### config.mk
export PLATFORM = sky130hd
export DESIGN_NAME = itrc_parse
export DESIGN_NICKNAME = d
export VERILOG_FILES = /design/src/rtl/itrc_pkg.sv /design/src/rtl/itrc_parse.sv
export SDC_FILE = /design/constraint.sdc
export NUM_CORES = 1
export LEC_CHECK = 0
export ABC_AREA = 1
export BUFFER_PORTS_ARGS = -buffer_cell sky130_fd_sc_hd__buf_2
export CORE_ASPECT_RATIO = 1.25
export CORE_MARGIN = 3
export CORE_UTILIZATION = 55
export CTS_BUF_LIST = sky130_fd_sc_hd__clkbuf_2 sky130_fd_sc_hd__clkbuf_4 sky130_fd_sc_hd__clkbuf_8
export DETAILED_ROUTE_END_ITERATION = 10
export PLACE_DENSITY = 0.75
export REMOVE_ABC_BUFFERS = 1
export SETUP_SLACK_MARGIN = 0.2
export SYNTH_ARGS = -nofsm -noshare
export SYNTH_HDL_FRONTEND = slang
export SYNTH_SLANG_ARGS = --single-unit
### constraint.sdc
create_clock -name clk -period 7.1 [get_ports clk]
set_input_delay 0.71 -clock clk [delete_from_list [all_inputs] [get_ports clk]]
set_output_delay 0.71 -clock clk [all_outputs]
set_load 0.005 [all_outputs]
### src/rtl/itrc_pkg.sv
package itrc_pkg;

  localparam int MAX_PACKET_BYTES = 4096;
  localparam int IDX_W            = $clog2(MAX_PACKET_BYTES + 1);
  localparam int MIN_PACKET       = 40;
  localparam int IP_VERSION       = 4;
  localparam int MIN_HDR_WORDS    = 5;
  localparam int TCP_PROTO        = 6;
  localparam int PAY_W            = 12;
  localparam int PAY_MAX          = (1 << PAY_W) - 1;
  localparam logic [15:0] SUM_ALL_ONES = 16'hFFFF;

  // IP header byte offsets
  localparam int OFS_VER_IHL  = 0;
  localparam int OFS_PROTOCOL = 9;
  localparam int OFS_ADDR_LO  = 12;
  localparam int OFS_ADDR_HI  = 20;
  localparam int OFS_ADDR_END = 19;

  // TCP header byte offsets relative to the end of the IP header
  localparam int TCP_HDR0_END = 8;
  localparam int TCP_HDR1_END = 16;
  localparam int TCP_URG_HI   = 18;
  localparam int TCP_URG_LO   = 19;

  typedef enum logic [2:0] {
    ST_OK          = 3'd0,
    ST_SHORT       = 3'd1,
    ST_NOT_IPV4    = 3'd2,
    ST_NOT_TCP     = 3'd3,
    ST_BAD_IP_SUM  = 3'd4,
    ST_BAD_TCP_SUM = 3'd5,
    ST_TOO_LONG    = 3'd6
  } status_t;

  // Packet state frozen at the last byte
  typedef struct packed {
    logic [IDX_W-1:0] count;
    logic [3:0]       ip_hw;
    logic [15:0]      ip_sum;
    logic [15:0]      tcp_sum;
    logic             version_ok;
    logic             protocol_ok;
    logic             too_long;
    logic [63:0]      addresses;
    logic [63:0]      hdr0;
    logic [63:0]      hdr1;
    logic [15:0]      urgent;
  } snap_t;

  typedef struct packed {
    status_t          status;
    logic [31:0]      source_address;
    logic [31:0]      dest_address;
    logic [15:0]      source_port;
    logic [15:0]      dest_port;
    logic [31:0]      sequence_number;
    logic [31:0]      ack_number;
    logic [3:0]       header_words;
    logic [8:0]       control_bits;
    logic [15:0]      window_size;
    logic [15:0]      urgent_pointer;
    logic [PAY_W-1:0] payload_length;
  } res_t;

endpackage

### src/rtl/itrc_parse.sv
module itrc_parse (
  input  logic                clk,
  input  logic                rst,
  input  logic                s_tvalid,
  output logic                s_tready,
  input  logic [7:0]          s_tdata,
  input  logic                s_tlast,
  output logic                snap_valid,
  input  logic                snap_ready,
  output itrc_pkg::snap_t     snap
);

  localparam int IDX_W = itrc_pkg::IDX_W;

  logic             in_valid;
  logic [7:0]       in_byte;
  logic             in_last;
  logic             take;

  logic [IDX_W-1:0] byte_index, byte_index_next;
  logic [3:0]       ip_hw, ip_hw_next;
  logic [15:0]      ip_sum, ip_sum_next;
  logic [15:0]      tcp_sum, tcp_sum_next;
  logic             version_ok, version_ok_next;
  logic             protocol_ok, protocol_ok_next;
  logic [63:0]      addresses, addresses_next;
  logic [63:0]      hdr0, hdr0_next;
  logic [63:0]      hdr1, hdr1_next;
  logic [15:0]      urgent, urgent_next;
  logic             too_long, too_long_next;

  logic [3:0]       ihl_eff;
  logic [5:0]       hl;
  logic [IDX_W-1:0] rel;
  logic [15:0]      word;
  logic [2:0]       addr_pos;

  function automatic logic [15:0] fold_add(input logic [15:0] s, input logic [15:0] v);
    logic [16:0] t;
    t = {1'b0, s} + {1'b0, v};
    return t[15:0] + {15'd0, t[16]};
  endfunction

  // A last byte needs the snapshot register free; other bytes always drain
  assign take     = in_valid && (!in_last || !snap_valid || snap_ready);
  assign s_tready = !in_valid || take;

  always_ff @(posedge clk) begin
    if (rst) begin
      in_valid <= 1'b0;
    end else if (s_tvalid && s_tready) begin
      in_valid <= 1'b1;
    end else if (take) begin
      in_valid <= 1'b0;
    end
    if (s_tvalid && s_tready) begin
      in_byte <= s_tdata;
      in_last <= s_tlast;
    end
  end

  always_comb begin
    byte_index_next  = byte_index;
    ip_hw_next       = ip_hw;
    ip_sum_next      = ip_sum;
    tcp_sum_next     = tcp_sum;
    version_ok_next  = version_ok;
    protocol_ok_next = protocol_ok;
    addresses_next   = addresses;
    hdr0_next        = hdr0;
    hdr1_next        = hdr1;
    urgent_next      = urgent;
    too_long_next    = too_long;

    ihl_eff  = (byte_index == IDX_W'(itrc_pkg::OFS_VER_IHL)) ? in_byte[3:0] : ip_hw;
    hl       = {ihl_eff, 2'b00};
    rel      = byte_index - IDX_W'(hl);
    word     = byte_index[0] ? {8'h00, in_byte} : {in_byte, 8'h00};
    addr_pos = 3'(5'(itrc_pkg::OFS_ADDR_END) - byte_index[4:0]);

    if (byte_index == IDX_W'(itrc_pkg::MAX_PACKET_BYTES)) begin
      // drop bytes past the limit
      too_long_next = 1'b1;
    end else begin
      byte_index_next = byte_index + 1'b1;
      if (byte_index == IDX_W'(itrc_pkg::OFS_VER_IHL)) begin
        ip_hw_next      = in_byte[3:0];
        version_ok_next = (in_byte[7:4] == 4'(itrc_pkg::IP_VERSION)) &&
                          (in_byte[3:0] >= 4'(itrc_pkg::MIN_HDR_WORDS));
      end
      if (byte_index == IDX_W'(itrc_pkg::OFS_PROTOCOL)) begin
        protocol_ok_next = (in_byte == 8'(itrc_pkg::TCP_PROTO));
      end
      if (byte_index >= IDX_W'(itrc_pkg::OFS_ADDR_LO) &&
          byte_index <  IDX_W'(itrc_pkg::OFS_ADDR_HI)) begin
        addresses_next[{addr_pos, 3'b000} +: 8] = in_byte;
      end
      if (byte_index < IDX_W'(hl)) begin
        ip_sum_next = fold_add(ip_sum, word);
      end else begin
        tcp_sum_next = fold_add(tcp_sum, word);
        if (rel < IDX_W'(itrc_pkg::TCP_HDR0_END)) begin
          hdr0_next[{~rel[2:0], 3'b000} +: 8] = in_byte;
        end else if (rel < IDX_W'(itrc_pkg::TCP_HDR1_END)) begin
          hdr1_next[{~rel[2:0], 3'b000} +: 8] = in_byte;
        end else if (rel == IDX_W'(itrc_pkg::TCP_URG_HI)) begin
          urgent_next[15:8] = in_byte;
        end else if (rel == IDX_W'(itrc_pkg::TCP_URG_LO)) begin
          urgent_next[7:0] = in_byte;
        end
      end
    end
  end

  always_ff @(posedge clk) begin
    if (rst || (take && in_last)) begin
      byte_index  <= '0;
      ip_hw       <= '0;
      ip_sum      <= '0;
      tcp_sum     <= '0;
      version_ok  <= 1'b0;
      protocol_ok <= 1'b0;
      addresses   <= '0;
      hdr0        <= '0;
      hdr1        <= '0;
      urgent      <= '0;
      too_long    <= 1'b0;
    end else if (take) begin
      byte_index  <= byte_index_next;
      ip_hw       <= ip_hw_next;
      ip_sum      <= ip_sum_next;
      tcp_sum     <= tcp_sum_next;
      version_ok  <= version_ok_next;
      protocol_ok <= protocol_ok_next;
      addresses   <= addresses_next;
      hdr0        <= hdr0_next;
      hdr1        <= hdr1_next;
      urgent      <= urgent_next;
      too_long    <= too_long_next;
    end
  end

  always_ff @(posedge clk) begin
    if (rst) begin
      snap_valid <= 1'b0;
    end else if (take && in_last) begin
      snap_valid <= 1'b1;
    end else if (snap_ready) begin
      snap_valid <= 1'b0;
    end
    if (take && in_last) begin
      snap.count       <= byte_index_next;
      snap.ip_hw       <= ip_hw_next;
      snap.ip_sum      <= ip_sum_next;
      snap.tcp_sum     <= tcp_sum_next;
      snap.version_ok  <= version_ok_next;
      snap.protocol_ok <= protocol_ok_next;
      snap.too_long    <= too_long_next;
      snap.addresses   <= addresses_next;
      snap.hdr0        <= hdr0_next;
      snap.hdr1        <= hdr1_next;
      snap.urgent      <= urgent_next;
    end
  end

endmodule

======== Yosys cells after proc, flatten, opt, wreduce, memory -nomap -nowiden ========
Index checks and enable logic that the tools add are counted.
storage, ports and cells
  bits in registers ....................... 531
  input port bits ......................... 13
  output and inout bits ................... 262
  logic and storage cells ................. 103
cells by class
  $add $sub $neg .......................... 9
  magnitude comparators ................... 6
  equal/unequal tests ..................... 6
  shift operators ......................... 4
  muxes and demuxes ....................... 36
  bitwise gates (word level) .............. 1
  reduce and logical (&&, ||, !) cells .... 15
operators by type and width
  cell                                                   count
  two-way mux 64 bit                                     9
  bitwise mux 64 bit                                     3
  two-way mux 16 bit                                     9
  variable shift 8 x 8 -> 64 bit (first input constant)  2
  variable part select 8 x 8 -> 64 bit                   2
  adder 16 x 16 -> 17 bit                                2
  adder 16 x 1 -> 16 bit                                 2
  == test 13 x 5 -> 1 bit (second input constant)        2
  < comparator 13 x 5 -> 1 bit (second input constant)   2
  two-way mux 8 bit                                      3
  negation 6 -> 8 bit                                    2
  adder 13 x 1 -> 13 bit (second input constant)         1
  == test 13 bit (second input constant)                 1
  == test 13 x 4 -> 1 bit (second input constant)        1
  >= comparator 13 x 4 -> 1 bit (second input constant)  1
  logical NOT 13 bit                                     1
  < comparator 13 x 4 -> 1 bit (second input constant)   1
  < comparator 13 x 6 -> 1 bit                           1
  two-way mux 13 bit                                     1
  subtractor 13 x 6 -> 13 bit                            1
  two-way mux 1 bit                                      9
  == test 8 x 3 -> 1 bit (second input constant)         1
  two-way mux 4 bit                                      2
  logical AND 1 bit                                      5
  7 further kinds                                        13

======== Depth between registers and ports, before layout ========
  depth in word-level cells ............... 11
  gate-level depth with buffers ........... 29
  mapped depth without buffers ............ 26

======== Worst setup path before layout ========
Ideal clock, no wire load.
  path kind ............................... input-to-reg
  start ................................... in snap_ready
  end ..................................... reg snap[0] (netlist bit), enable pin
  setup time .............................. 0.611 ns
  data arrival time ....................... 6.138 ns
  data required time ...................... 6.489 ns
  path slack .............................. 0.351 ns
  cell stages on the path ................. 4
  buffers on the path ..................... 0
  cell sequence ........................... nor2_1 -> a21oi_1 -> nand2_1 -> inv_1
between the ends
  longest elaborated chain between the ends .. 3
ends and longest elaborated chain
  what                RTL line           source
  start: declaration  itrc_parse.sv:9    input logic snap_ready,
  logical OR 1 bit    itrc_parse.sv:45   assign take = in_valid && (!in_last || !snap_valid || snap_ready);
  logical AND 1 bit   itrc_parse.sv:45
  logical AND 1 bit   itrc_parse.sv:151  if (take && in_last) begin
  end: declaration    itrc_parse.sv:10   output itrc_pkg::snap_t snap
Every way passes these cells.
A chain may end at the register's enable or synchronous reset.

======== Worst setup path in the final report ========
  start ................................... reg byte_index[0]
  end ..................................... reg hdr1[0]
between the ends
  longest elaborated chain between the ends .. 11
  elaborated cells on any way between the ends .. 16
  those cells by class .................... 2 x add/sub; 3 x order compare; 1 x eq/ne; 2 x shift; 6 x mux; 1 x bitwise; 1 x reduce/logical
ends and longest elaborated chain
  what                                                                                           RTL line           source
  start: declaration                                                                             itrc_parse.sv:20   logic [IDX_W-1:0] byte_index, byte_index_next;
  start signal: assignment                                                                       itrc_parse.sv:129  byte_index <= byte_index_next;
  logical NOT 13 bit                                                                             itrc_parse.sv:75   ihl_eff = (byte_index == IDX_W'(itrc_pkg::OFS_VER_IHL)) ? in_byte[3:0] : ip_hw;
  two-way mux 4 bit                                                                              itrc_parse.sv:75
  subtractor 13 x 6 -> 13 bit                                                                    itrc_parse.sv:77   rel = byte_index - IDX_W'(hl);
  NOT 3 bit                                                                                      itrc_parse.sv:105  hdr1_next[{~rel[2:0], 3'b000} +: 8] = in_byte;
  negation 6 -> 8 bit                                                                            itrc_parse.sv:105
  variable part select 8 x 8 -> 64 bit / variable shift 8 x 8 -> 64 bit (equally long branches)  itrc_parse.sv:105
  bitwise mux 64 bit                                                                             itrc_parse.sv:105
  two-way mux 64 bit                                                                             itrc_parse.sv:104  end else if (rel < IDX_W'(itrc_pkg::TCP_HDR1_END)) begin
  two-way mux 64 bit                                                                             itrc_parse.sv:102  if (rel < IDX_W'(itrc_pkg::TCP_HDR0_END)) begin
  two-way mux 64 bit                                                                             itrc_parse.sv:98   if (byte_index < IDX_W'(hl)) begin
  two-way mux 64 bit *                                                                           itrc_parse.sv:81   if (byte_index == IDX_W'(itrc_pkg::MAX_PACKET_BYTES)) begin
  end signal: assignment                                                                         itrc_parse.sv:137  hdr1 <= hdr1_next;
  end: declaration                                                                               itrc_parse.sv:28   logic [63:0] hdr1, hdr1_next;
Every way passes the cells marked *; elsewhere a longest branch is shown, timed or not.

==> flow_summary.ini <==
[outcome]
status = finished clean

[logic_synthesis]
synth_warnings = 0
synthMuxAreaShare_pct = 0
synth_top_family_by_area = simple AND/OR/NAND/NOR gates
synth_ff_type = edfxtp_1
synth_top_area_share_pct = 30.9
synth_top_area_cell = edfxtp_1
synth_edf_count = 269
avgSynthCellArea_um2 = 7.87
synth-simple-area-share_pct = 23.0
ys_seq_elements = 531
syn_area_um2 = 26100
synth.area.top_cells = edfxtp_1 (31%), dfxtp_1 (20%), nand2_1 (10%), inv_1 (8.0%), o21ai_0 (5.6%)
ys_async_sr_fraction_pct = 0
synth_compound_area_share_pct = 11.7
syn_inst = 3317
ys_seq_area_share_pct = 51.0
synth_cell_types = 45
synthAdderAreaFrac_pct = 2.48
synth_xor_area_share_pct = 1.14

[global_route]
antenna_found_initial = 2
grt_pass1_wl_um = 115000
grt_overflow = 0
grt_max_degree = 242
grt_pass1_vias = 21600
grt.total_usage_pct = 28.6

[layout]
drive_gt1_share_pct = 14.1
synthToLayoutAreaGrowth_pct = 13.8
finalNetCount = 3603

[critical_path]
crit_type = register to register
end_kind = register
rr_startpoint = byte_index[0]
ff2ff_path_depth = 16
reg2reg_to = hdr1[0]
r2r_slack_ns = 1.20
setup.worst_path.start = byte_index[0]
startpoint_type = register
cp_data_required_time_ns = 7.68
crit_end = hdr1[0]
cp_max_fo = 38
worstPathArrival_ns = 6.49

[pwr]
total_power_mw = 7.55
p_leak_nw = 14.5
power.density_nw_per_um2 = 254
ir_worst_vdd_mv = 0.195

[flow_run]
drv_cap = 0

[cts]
clockRootBuffer = clkbuf_8
post_cts_buffers = 0
post_cts_resized = 0
clockBufferDepth = 3
cts_htree_levels = 3
clkTransAtPathRegs_ns = 0.06
cts_tree = yes
ctsHoldBuffers = 0
cts_buffers = 83
clk_latency_ns = 0.69
cts_num_sinks = 531

[timing]
rsz0062_at_grt = no
maxSlewViolCount = 0
relSlewSlack_pct = 8.40
post-route-period-util_pct = 83.1
finalCriticalPeriod_ns = 5.90
timing.hold.ws_ns = 0.202
worst_pin_slew_ns = 1.36
finalClockSkew_ns = 0.0389
layout_setup_ws_ns = 1.20
setup_viol = 0
hold_viol_final = 0
max_freq_ghz = 0.169

[floorplan]
die_y_um = 250
rows = 88
die_area_um2 = 50100
start_util_pct = 56.0
core_um2 = 46600
die_width_um = 201
io_pins = 275

[place]
routabilityCongestion = 0.909
port_buffers = 274
pre_cts_slack_ns = 1.43
post-dp-hpwl_um = 49900

[worst_hold_path]
worstHoldPathType = input pin to register

[route]
dr.first_iter.drc_count = 1836
wirelength_um = 74600
via_per_inst = 5.46
num_vias = 23200
dr.pass1.iters = 7
postRouteAntennaNets = 0
routedWlPerCell_um = 17.6
drc = 0
-- Yosys cell counts, types with 8 or more instances --
cell and n:
ha_1 47, nand2_2 9, buf_1 17, or2_2 15, nor2_1 264, a21oi_1 235
clkbuf_1 124, nand3_1 229, nand2_1 706, o21ai_1 34, nor3_1 31, o32ai_1 8
edfxtp_1 269, xor2_1 27, dfxtp_1 262, o21ai_0 290, buf_2 13, nand4_1 98
inv_1 555
-- cell usage in the layout, fill, tap and decap left out, types with 6 or more instances in the layout --
| master | Yosys | routed |
|---|---|---|
| nor2_4 | 7 | 7 |
| clkbuf_4 | 0 | 33 |
| nand3_1 | 229 | 229 |
| clkinv_1 | 5 | 11 |
| nor2_1 | 264 | 263 |
| clkbuf_8 | 0 | 93 |
| xor2_1 | 27 | 27 |
| or2_2 | 15 | 15 |
| xnor2_1 | 7 | 7 |
| nand2_1 | 706 | 705 |
| nand4_1 | 98 | 98 |
| o32ai_1 | 8 | 8 |
| nor2_2 | 6 | 7 |
| inv_1 | 555 | 553 |
| a21oi_1 | 235 | 234 |
| o21ai_0 | 290 | 290 |
| nand2_2 | 9 | 9 |
| buf_4 | 4 | 24 |
| ha_1 | 47 | 46 |
| nand3_2 | 7 | 7 |
| dfxtp_1 | 262 | 261 |
| clkinv_2 | 0 | 12 |
| bufinv_16 | 0 | 6 |
| nor3_1 | 31 | 29 |
| buf_2 | 13 | 274 |
| o21ai_1 | 34 | 34 |
| edfxtp_1 | 269 | 269 |
-- metal layers --
| metal | track usage (%) | up-vias | part of all wire [%] |
|---|---|---|---|
| li1 | - | 11200 | - |
| met1 | 35.2 | 10700 | 39 |
| met2 | 46.9 | 977 | 47 |
| met3 | 6.08 | 200 | 8.6 |
| met4 | 15.8 | 2 | 5.4 |
| met5 | 0 | - | 0.012 |
-- state kept, by name, indices dropped and copies added (netlist names), 4 cells and up --
register and count:
byte_index 13, tcp_sum 16, ip_hw 4, ip_sum 16
addresses 64, snap 260, in_byte 8, hdr1 64
urgent 16, hdr0 64
-- worst max-delay path: stages (launching register included) --
cell and delay [ns]:
dfxtp_2 0.88, inv_1 0.45, ha_1 0.34, nand2_1 0.09, nor2_2 0.06, nand2_1 0.23, nand2_1 0.11, o21ai_0 0.10
ha_1 0.29, nor2_1 0.49, clkinv_1 0.95, nor2_2 1.00, nand3_2 0.32, nand2_1 0.20, nand3_1 0.11, nand2_1 0.12
inv_1 0.04
-- how the worst min path moves through the flow --
stage / to / slack, ns / startpoint / depth (start not counted)
after floorplan: too_long / 0.46 / too_long / 2
after global routing: in_byte[2] / 0.20 / s_tdata[2] / 1
after CTS: in_byte[6] / 0.16 / s_tdata[6] / 1
after detailed placement: too_long / 0.48 / too_long / 2
final: in_byte[6] / 0.20 / s_tdata[6] / 1
after global placement: too_long / 0.47 / too_long / 2
-- report_power, final --
part	switching [mW]	total [mW]	internal, mW
logic	0.855	1.20	0.349
registers	0.0911	3.50	3.41
clock network	1.25	2.85	1.60
-- cell families after synthesis --
group,Yosys count
buf+inv,724
simple gates,1385
xor+xnor,34
compound gates,593
fa+ha+maj,50
flops,531
-- metrics by stage --
stage	util [%]	TNS [ns]	cells	cell area (um2)
after CTS	63.8	0	4240	29700
after global placement	59.9	0	4085	27900
after detailed placement	59.9	0	4085	27900
after floorplan	-	-5434.91	3155	25400
after global routing	63.8	0	4241	29700
final	63.8	0	4241	29700
-- area by class of cell --
| cell class | instances | area, um2 |
|---|---|---|
| Timing Repair Buffer | 300 | 1590 |
| Multi-Input combinational cell | 2062 | 10000 |
| Tap cell | 630 | 788 |
| Sequential cell | 531 | 13300 |
| Fill cell | 3970 | 16900 |
| Clock buffer | 126 | 1530 |
| Inverter | 562 | 2120 |
| Antenna cell | 1 | 2.50 |
| Clock inverter | 29 | 304 |
(Power assumes the default switching activity.)
